### config.mk
export PLATFORM = sky130hd
export DESIGN_NAME = stream_substring_replace_unit
export DESIGN_NICKNAME = d
export VERILOG_FILES = /design/src/hdl/ssr_pkg.sv /design/src/hdl/ssr_cfg_regs.sv /design/src/hdl/ssr_window.sv /design/src/hdl/ssr_emitter.sv /design/src/hdl/stream_substring_replace_unit.sv
export SDC_FILE = /design/constraint.sdc
export NUM_CORES = 1
export LEC_CHECK = 0
export BUFFER_PORTS_ARGS = -buffer_cell sky130_fd_sc_hd__clkbuf_2
export CAP_MARGIN = 20
export CORE_UTILIZATION = 58
export DETAILED_ROUTE_END_ITERATION = 10
export HOLD_SLACK_MARGIN = 0.06
export PLACE_DENSITY = 0.76
export SLEW_MARGIN = 20
export SYNTH_ARGS = -nofsm -noshare
export SYNTH_HDL_FRONTEND = slang
export SYNTH_HIERARCHICAL = 1
export SYNTH_SLANG_ARGS = --single-unit
### constraint.sdc
create_clock -name clk_i -period 10.5 [get_ports clk_i]
set_clock_uncertainty 0.05 [all_clocks]
set_input_delay 1.575 -clock clk_i [delete_from_list [all_inputs] [get_ports clk_i]]
set_output_delay 1.575 -clock clk_i [all_outputs]
set_load 0.005 [all_outputs]
### src/hdl/ssr_pkg.sv
// Shared types and constants of the stream substring replace unit.
package ssr_pkg;

  localparam int unsigned MaxPattern     = 8;
  localparam int unsigned MaxReplacement = 8;
  localparam int unsigned ApbAddrW       = 5;
  localparam int unsigned ApbDataW       = 64;

  typedef enum logic [1:0] {
    RegPatLen   = 2'd0,
    RegPatBytes = 2'd1,
    RegRepLen   = 2'd2,
    RegRepBytes = 2'd3
  } cfg_reg_e;

  typedef struct packed {
    logic [3:0]  pattern_length;
    logic [63:0] pattern_bytes;
    logic [3:0]  replacement_length;
    logic [63:0] replacement_bytes;
  } cfg_t;

  typedef struct packed {
    logic [7:0] text_byte;
    logic       flush_after;
  } in_item_t;

  typedef struct packed {
    logic [7:0] out_byte;
    logic       last_of_run;
  } out_item_t;

  // One burst of result bytes, first byte in the lowest eight bits.
  typedef struct packed {
    logic [63:0] bytes;
    logic [3:0]  len;
  } run_t;

endpackage

### src/hdl/ssr_cfg_regs.sv
// APB configuration registers of the stream substring replace unit.
module ssr_cfg_regs import ssr_pkg::*; (
  input  logic                clk_i,
  input  logic                rst_ni,
  input  logic                psel,
  input  logic                penable,
  input  logic                pwrite,
  input  logic [ApbAddrW-1:0] paddr,
  input  logic [ApbDataW-1:0] pwdata,
  output logic [ApbDataW-1:0] prdata,
  output logic                pready,
  output cfg_t                cfg_o
);

  cfg_t     cfg_q;
  cfg_reg_e reg_sel;
  logic     wr_en;

  assign reg_sel = cfg_reg_e'(paddr[4:3]);
  assign wr_en   = psel && penable && pwrite;
  assign pready  = 1'b1;
  assign cfg_o   = cfg_q;

  always_ff @(posedge clk_i or negedge rst_ni) begin
    if (!rst_ni) begin
      cfg_q <= '0;
    end else if (wr_en) begin
      unique case (reg_sel)
        RegPatLen:   cfg_q.pattern_length     <= pwdata[3:0];
        RegPatBytes: cfg_q.pattern_bytes      <= pwdata;
        RegRepLen:   cfg_q.replacement_length <= pwdata[3:0];
        RegRepBytes: cfg_q.replacement_bytes  <= pwdata;
        default:     cfg_q <= cfg_q;
      endcase
    end
  end

  always_comb begin
    unique case (reg_sel)
      RegPatLen:   prdata = {60'd0, cfg_q.pattern_length};
      RegPatBytes: prdata = cfg_q.pattern_bytes;
      RegRepLen:   prdata = {60'd0, cfg_q.replacement_length};
      RegRepBytes: prdata = cfg_q.replacement_bytes;
      default:     prdata = '0;
    endcase
  end

endmodule

### src/hdl/ssr_window.sv
// Input register, pending-byte window and match logic producing one burst per item.
module ssr_window import ssr_pkg::*; (
  input  logic     clk_i,
  input  logic     rst_ni,
  input  cfg_t     cfg_i,
  input  logic     in_valid_i,
  output logic     in_ready_o,
  input  in_item_t in_data_i,
  input  logic     run_free_i,
  output logic     run_load_o,
  output run_t     run_o
);

  logic                 in_valid_q;
  in_item_t             in_q;
  logic [7:0][7:0]      win_q, win_d;
  logic [2:0]           win_cnt_q, win_cnt_d;

  logic [7:0][7:0]      win_app;
  logic [7:0][7:0]      pat;
  logic [3:0]           plen, rlen, cnt1, take;
  logic                 match, use_rep, advance;
  logic [3:0]           src_idx [8];

  assign pat  = cfg_i.pattern_bytes;
  assign plen = (cfg_i.pattern_length > 4'(MaxPattern)) ? 4'(MaxPattern)
                                                         : cfg_i.pattern_length;
  assign rlen = (cfg_i.replacement_length > 4'(MaxReplacement)) ? 4'(MaxReplacement)
                                                                 : cfg_i.replacement_length;
  assign cnt1 = {1'b0, win_cnt_q} + 4'd1;

  assign advance    = in_valid_q && run_free_i;
  assign in_ready_o = !in_valid_q || run_free_i;
  assign run_load_o = advance;

  always_comb begin
    for (int k = 0; k < 8; k++) begin
      win_app[k] = (3'(k) == win_cnt_q) ? in_q.text_byte : win_q[k];
    end
    // Bytes past the pattern length always compare equal.
    match = 1'b1;
    for (int k = 0; k < 8; k++) begin
      if ((4'(k) < plen) && (win_app[k] != pat[k])) begin
        match = 1'b0;
      end
    end
  end

  always_comb begin
    use_rep = 1'b0;
    take    = 4'd0;
    if (plen == 4'd0) begin
      take = cnt1;
    end else if (cnt1 > plen) begin
      // Pattern shrank: drain until fewer than the pattern length remain.
      take = cnt1 - plen + 4'd1;
    end else if (cnt1 == plen) begin
      if (match) begin
        use_rep = 1'b1;
      end else begin
        take = 4'd1;
      end
    end
    if (in_q.flush_after && !use_rep) begin
      take = cnt1;
    end

    run_o.bytes = use_rep ? cfg_i.replacement_bytes : 64'(win_app);
    run_o.len   = use_rep ? rlen : take;

    for (int k = 0; k < 8; k++) begin
      src_idx[k] = 4'(k) + take;
      win_d[k]   = (src_idx[k] < 4'd8) ? win_app[src_idx[k][2:0]] : 8'd0;
    end
    win_cnt_d = use_rep ? 3'd0 : 3'(cnt1 - take);
  end

  always_ff @(posedge clk_i or negedge rst_ni) begin
    if (!rst_ni) begin
      in_valid_q <= 1'b0;
      win_cnt_q  <= 3'd0;
      win_q      <= '0;
    end else begin
      if (in_ready_o) begin
        in_valid_q <= in_valid_i;
      end
      if (advance) begin
        win_cnt_q <= win_cnt_d;
        win_q     <= win_d;
      end
    end
  end

  always_ff @(posedge clk_i) begin
    if (in_ready_o && in_valid_i) begin
      in_q <= in_data_i;
    end
  end

  // A flushed line leaves nothing pending.
  a_flush_empties: assert property (@(posedge clk_i) disable iff (!rst_ni)
    advance && in_q.flush_after |=> win_cnt_q == 3'd0)
    else $error("window not empty after a flush");

  // A zero pattern length passes every byte through at once.
  a_pass_through: assert property (@(posedge clk_i) disable iff (!rst_ni)
    advance && plen == 4'd0 |-> run_o.len == cnt1 && win_cnt_d == 3'd0)
    else $error("pass-through left bytes pending");

endmodule

### src/hdl/ssr_emitter.sv
// Result register that sends one burst out a byte per transfer.
module ssr_emitter import ssr_pkg::*; (
  input  logic      clk_i,
  input  logic      rst_ni,
  input  logic      run_load_i,
  input  run_t      run_i,
  output logic      run_free_o,
  output logic      out_valid_o,
  input  logic      out_ready_i,
  output out_item_t out_data_o
);

  logic [63:0] bytes_q;
  logic [3:0]  len_q;
  logic        xfer;

  assign out_valid_o            = (len_q != 4'd0);
  assign xfer                   = out_valid_o && out_ready_i;
  assign run_free_o             = (len_q == 4'd0) || (xfer && len_q == 4'd1);
  assign out_data_o.out_byte    = bytes_q[7:0];
  assign out_data_o.last_of_run = (len_q == 4'd1);

  always_ff @(posedge clk_i or negedge rst_ni) begin
    if (!rst_ni) begin
      len_q <= 4'd0;
    end else if (run_load_i) begin
      len_q <= run_i.len;
    end else if (xfer) begin
      len_q <= len_q - 4'd1;
    end
  end

  always_ff @(posedge clk_i) begin
    if (run_load_i) begin
      bytes_q <= run_i.bytes;
    end else if (xfer) begin
      bytes_q <= {8'd0, bytes_q[63:8]};
    end
  end

  a_load_when_free: assert property (@(posedge clk_i) disable iff (!rst_ni)
    run_load_i |-> run_free_o)
    else $error("burst loaded over a pending burst");

  a_burst_continues: assert property (@(posedge clk_i) disable iff (!rst_ni)
    xfer && !out_data_o.last_of_run |=> out_valid_o && len_q == $past(len_q) - 4'd1)
    else $error("burst ended before its last byte");

endmodule

### src/hdl/stream_substring_replace_unit.sv
// Top level of the stream substring replace unit.
//
// Text bytes enter on the in_ channel (valid/ready), each with a flush flag that
// marks a line end. Rewritten bytes leave on the out_ channel; last_of_run marks
// the final byte caused by one input transfer. An input that causes no output
// produces no transfer at all. Pattern and replacement are set through the APB
// port (registers at byte addresses 0, 8, 16 and 24, 64-bit data, pready always
// high). The user must write them only while the stream is idle; the block
// itself does not enforce this. An accepted byte is registered in the input
// register, where the window and pattern compare build its whole burst; the
// burst is then loaded into the result register, which sends its bytes out
// one byte per cycle while the receiver is ready; a burst holds at most 8
// bytes. A new input is taken every cycle while bursts are a single byte or
// empty and the receiver is ready.
// Reset clears the window, the configuration and both valid flags. When the
// receiver stalls, the current byte holds and the input register fills, after
// which in_ready_o drops until the burst drains.
module stream_substring_replace_unit import ssr_pkg::*; (
  input  logic                clk_i,
  input  logic                rst_ni,
  input  logic                in_valid_i,
  output logic                in_ready_o,
  input  in_item_t            in_data_i,
  output logic                out_valid_o,
  input  logic                out_ready_i,
  output out_item_t           out_data_o,
  input  logic                psel,
  input  logic                penable,
  input  logic                pwrite,
  input  logic [ApbAddrW-1:0] paddr,
  input  logic [ApbDataW-1:0] pwdata,
  output logic [ApbDataW-1:0] prdata,
  output logic                pready
);

  cfg_t cfg;
  run_t run;
  logic run_load;
  logic run_free;

  ssr_cfg_regs u_cfg (
    .clk_i   (clk_i),
    .rst_ni  (rst_ni),
    .psel    (psel),
    .penable (penable),
    .pwrite  (pwrite),
    .paddr   (paddr),
    .pwdata  (pwdata),
    .prdata  (prdata),
    .pready  (pready),
    .cfg_o   (cfg)
  );

  ssr_window u_window (
    .clk_i      (clk_i),
    .rst_ni     (rst_ni),
    .cfg_i      (cfg),
    .in_valid_i (in_valid_i),
    .in_ready_o (in_ready_o),
    .in_data_i  (in_data_i),
    .run_free_i (run_free),
    .run_load_o (run_load),
    .run_o      (run)
  );

  ssr_emitter u_emitter (
    .clk_i       (clk_i),
    .rst_ni      (rst_ni),
    .run_load_i  (run_load),
    .run_i       (run),
    .run_free_o  (run_free),
    .out_valid_o (out_valid_o),
    .out_ready_i (out_ready_i),
    .out_data_o  (out_data_o)
  );

endmodule
==> results.md <==
Setup path:
- Among cell families on the critical path, the largest total delay comes from multiplexers.
- The stage delay of the slowest cell on the critical path is 770 ps.
- The endpoint arrival time on the critical path is around 6700 ps.
- The worst setup path is captured at a flop.
- The critical path starts at u_window/win_cnt_q[0]$_DFFE_PN0P_.
- STA puts the critical path data required time at 10880 ps.
- The dominant cell type by count on the critical path is ha_1.
- The type of the worst setup path is flop to flop.
- The reg-to-reg setup timing slack is 4200 ps.
- The worst reg-to-reg path cell count is 15.
- In this run the number of cells on the critical path is 15.
- The slowest cell on the critical path is o32ai_1.
- In this run the worst setup path terminates at u_window/win_q[12]$_DFFE_PN0P_.
- In this run the critical register-to-register path is captured at u_window/win_q[12]$_DFFE_PN0P_.
- The startpoint of the worst register-to-register path is u_window/win_cnt_q[0]$_DFFE_PN0P_.
- Walking the worst path, the cells encountered are ha_1 -> ha_1 -> mux2i_1 -> xnor2_1 -> nor4_1 -> nand2_1 -> o32ai_1 -> nand4_1 -> nand3_2 -> inv_2 -> ha_1 -> buf_4 -> mux4_2 -> mux2i_1 -> o21ai_1.
- Of all nets on the critical path, the largest fanout is 32.
- The number of buffer and inverter instances along the worst setup path is 2.
- The worst setup path is launched from a flop.

Floorplan:
- In this run the standard cell core region covers 29900 sq um.
- The number of standard-cell rows in the floorplan is 63.
- The die boundary width is approximately 180 um.
- The initial cell density of the core is 0.595.
- From bottom edge to top edge, the die measures 177 um.
- The overall die area is 31400 sq um.
- The number of top-level pins is approximately 160.

Final layout:
- After the last flow step, the layout net total stands at around 1800.
- Summing all flip-flop and latch instances after layout gives 7400 sq um.
- 0 antenna diodes ended up in the layout.
- The library cells used most frequently in the layout, excluding fill and tap cells, are 227 x mux2_2, 208 x dfrtp_1, 205 x mux2i_1.
- The fraction of final layout cells sized beyond drive strength 1 is 0.278.
- The cell area after layout is 19600 sq um.
- From synthesis to final layout, the design area changed by 10.1%.
- Leaving out fill and tap cells, the most frequent cell in the layout is mux2_2.
- The multi-input combinational cells in the finished layout cover a total of 9610 sq um.
- After filler insertion, the fill cell instance count of the layout stands at about 2400.

Routing:
- The remaining antenna violation count after routing is 0.
- The routed layout has 13645 vias.
- After the first detailed-routing iteration, the DRC count stood at 1370.
- The first detailed-routing pass took 6 iterations.
- Summed over all layers, the routed wires come to 52000 um.
- The number of remaining DRC errors is 0.
- The detailed-route vias per instance is 6.36.
- After detailed routing, the average wire length per cell comes to around 24 um.

Clocking:
- The clock passes through at most 3 buffers.
- Clock-pin slew was measured on the worst setup and hold paths at 70 ps.
- Buffers inserted to repair hold after CTS numbered 0.
- Clock latency on the worst-skew pair, taken at its later pin, is between 500 and 600 ps.
- The clock drives 281 sinks.
- The TritonCTS clock tree is yes.
- Once the clock tree was built, the setup fixing pass inserted 0 buffers.
- The clock buffer count from CTS is 31.
- The number of gates resized after cts is 0.
- The root buffer cell chosen for the clock tree is clkbuf_16.
- The maximum level of the CTS H-tree is 1.

Timing:
- The number of hold violations in the final report was 0.
- Of the available clock period, the critical path in the final layout requires 0.600.
- The total setup violations reported at the end of the flow is 0.
- The worst pin sits at a relative slew slack of 0.331.
- The top achievable clock speed is roughly 160 MHz.
- The number of pins exceeding their max-slew limit in the final report came to 0.
- At the pin with the least slew margin, the transition time is roughly 1000 ps.
- Adding up every negative setup slack in the final design gives 0 ps.
- Setup repair after global routing left no endpoint under its margin.
- The post-route minimum period is 6300 ps.

Pwr:
- The static leakage is a little under 9 nW.
- The power density over cell area is 341 nW/um^2.
- IR analysis of the VDD net gives a maximum drop of about 0.23 mV.

Logic synthesis:
- The net count after synthesis is between 1500 and 2000.
- During synthesis, Yosys emitted a total of 6 warnings.
- The synthesized design contains 281 register bits.
- The fraction of registers with async set/reset is 0.740.
- Summed over all instances, the cell type with the most area after synthesis is dfrtp_1.
- The commonest register cell after synthesis is dfrtp_1.
- The synthesized instance count is 1639.
- In this run the cell area of the synthesized design comes to 17800 sq um.
- The share of the Yosys chip area taken by registers is 0.416.
- The average instance area after synthesis is 10.9 sq um.
- The netlist uses between 70 and 80 different library cells.
- The fraction of post-synthesis cell area in the top cell type by area is 0.293.
- Counting flops with a built-in enable in the synthesized netlist gives 73.
- In the post-synthesis netlist, the biggest area contributors are dfrtp_1 29%, mux2_2 14%, edfxtp_1 12%.

Placement:
- Summed over all nets, the half-perimeter wirelength after detailed placement is 37100 um.
- The placed instance area is 18600 sq um.
- The placer's final routability congestion estimate is 0.952.
- The total of buffers placed on input and output ports is 156.

Flow run:
- Max-cap violations in this run came to 0.

GRT:
- The initial antenna violation count is 0.
- Across every metal layer, demand over resource in global routing totals 0.330.
- The number of global-route vias before repair is about 13000.
- The total overflow left after global routing is 0.
- The maximum number of pins on one net before global-route repair is 81.
- The first global-routing pass estimated between 70000 and 80000 um of wire.

Outcome:
- The flow ran to the end, and the final reports show no timing, DRC or antenna violations.

Hold path:
- In this run the worst hold path is classified as flop to flop.
==> synthesized netlist by cell type, types with 14 or more instances <==
cell and instances:
xnor2_1 49, edfxtp_1 73, clkbuf_1 54, nand2b_1 15
xor2_1 32, nor2_1 92, nand2_1 114, a211oi_1 17
nand3_1 15, ha_1 19, nor4_1 14, buf_4 16
a21oi_1 92, inv_1 40, o221ai_1 20, o21ai_0 33
mux2_2 227, dfrtp_1 208, buf_2 36, nor2b_1 69
mux2i_1 205, a31oi_1 15, o21ai_1 19
==> routing by layer <==
| metal | track usage | routed length [um] | vias up | share of wire |
|---|---|---|---|---|
| li1 | - | - | 6092 | - |
| met1 | 0.441 | 21000 | 6651 | 0.40 |
| met3 | 0.0464 | 4410 | 147 | 0.085 |
| met4 | 0.161 | 2810 | 0 | 0.054 |
| met5 | 0 | 0 | - | 0 |
| met2 | 0.526 | 23800 | 755 | 0.46 |
==> sequential cells by signal, indices dropped and copies added, names as in the netlist <==
register / flops
u_cfg/cfg_o: 136
u_window/in_q: 9
u_emitter/bytes_q: 64
u_window/win_cnt_q: 3
u_window/win_q: 64
u_emitter/len_q: 4
u_window/in_valid_q: 1
==> metrics by stage <==
| stage | util | worst slack, ps | total power [mW] | instances | hold WS [ps] |
|---|---|---|---|---|---|
| floorplan | - | 5180 | 4.60 | 1639 | 399 |
| global placement | 0.623 | 4530 | 5.46 | 2088 | 415 |
| detailed placement | 0.624 | 4440 | 5.55 | 2089 | 422 |
| CTS | 0.655 | 4410 | 6.59 | 2146 | 436 |
| global route | 0.656 | 3970 | 7.00 | 2147 | 464 |
| finish | 0.656 | 4200 | 6.68 | 2147 | 436 |
==> layout make-up <==
cell class,instances,share of cell area
sequential,281,0.378
tap,390,0.0249
multi-input combinational,1196,0.490
inverter,42,0.00805
clock buffer,41,0.0430
clock inverter,16,0.00453
timing repair buffer,181,0.0516
==> tightest hold or removal path, stage by stage (launching register included) <==
cell     delay, ps
dfrtp_1        340
nand2_1         50
o21ai_0         60
==> report_power, final <==
| part | total, mW | leakage (nW) | switching, mW | internal [mW] |
|---|---|---|---|---|
| Combinational | 3.80 | 5.11 | 2.25 | 1.55 |
| Sequential | 1.87 | 3.37 | 0.301 | 1.57 |
| Clock | 1.01 | 0.453 | 0.452 | 0.562 |
==> cell families (layout without fill, tap and decap cells) <==
group           after synthesis  in the layout  share of synthesized area
other cells                   1              1                   0.000211
mux                         455            455                      0.283
compound gates              269            269                     0.0958
xor+xnor                     83             83                     0.0430
simple gates                367            367                      0.101
fa+ha+maj                    21             21                     0.0156
buf+inv                     162            280                     0.0452
flops                       281            281                      0.416
==> how the worst min path moves through the flow <==
stage / startpoint / to / slack (ps) / cells past startpoint
after detailed placement: u_window/win_q[27]$_DFFE_PN0P_ / u_window/win_q[27]$_DFFE_PN0P_ / 420 / 2
after floorplan: u_window/win_q[26]$_DFFE_PN0P_ / u_window/win_q[26]$_DFFE_PN0P_ / 400 / 2
after global placement: u_window/win_q[26]$_DFFE_PN0P_ / u_window/win_q[26]$_DFFE_PN0P_ / 410 / 2
after global routing: u_window/win_q[27]$_DFFE_PN0P_ / u_window/win_q[27]$_DFFE_PN0P_ / 460 / 2
final: u_window/win_q[27]$_DFFE_PN0P_ / u_window/win_q[27]$_DFFE_PN0P_ / 440 / 2
after CTS: u_window/win_q[27]$_DFFE_PN0P_ / u_window/win_q[27]$_DFFE_PN0P_ / 440 / 2
(Power assumes the default switching activity.)
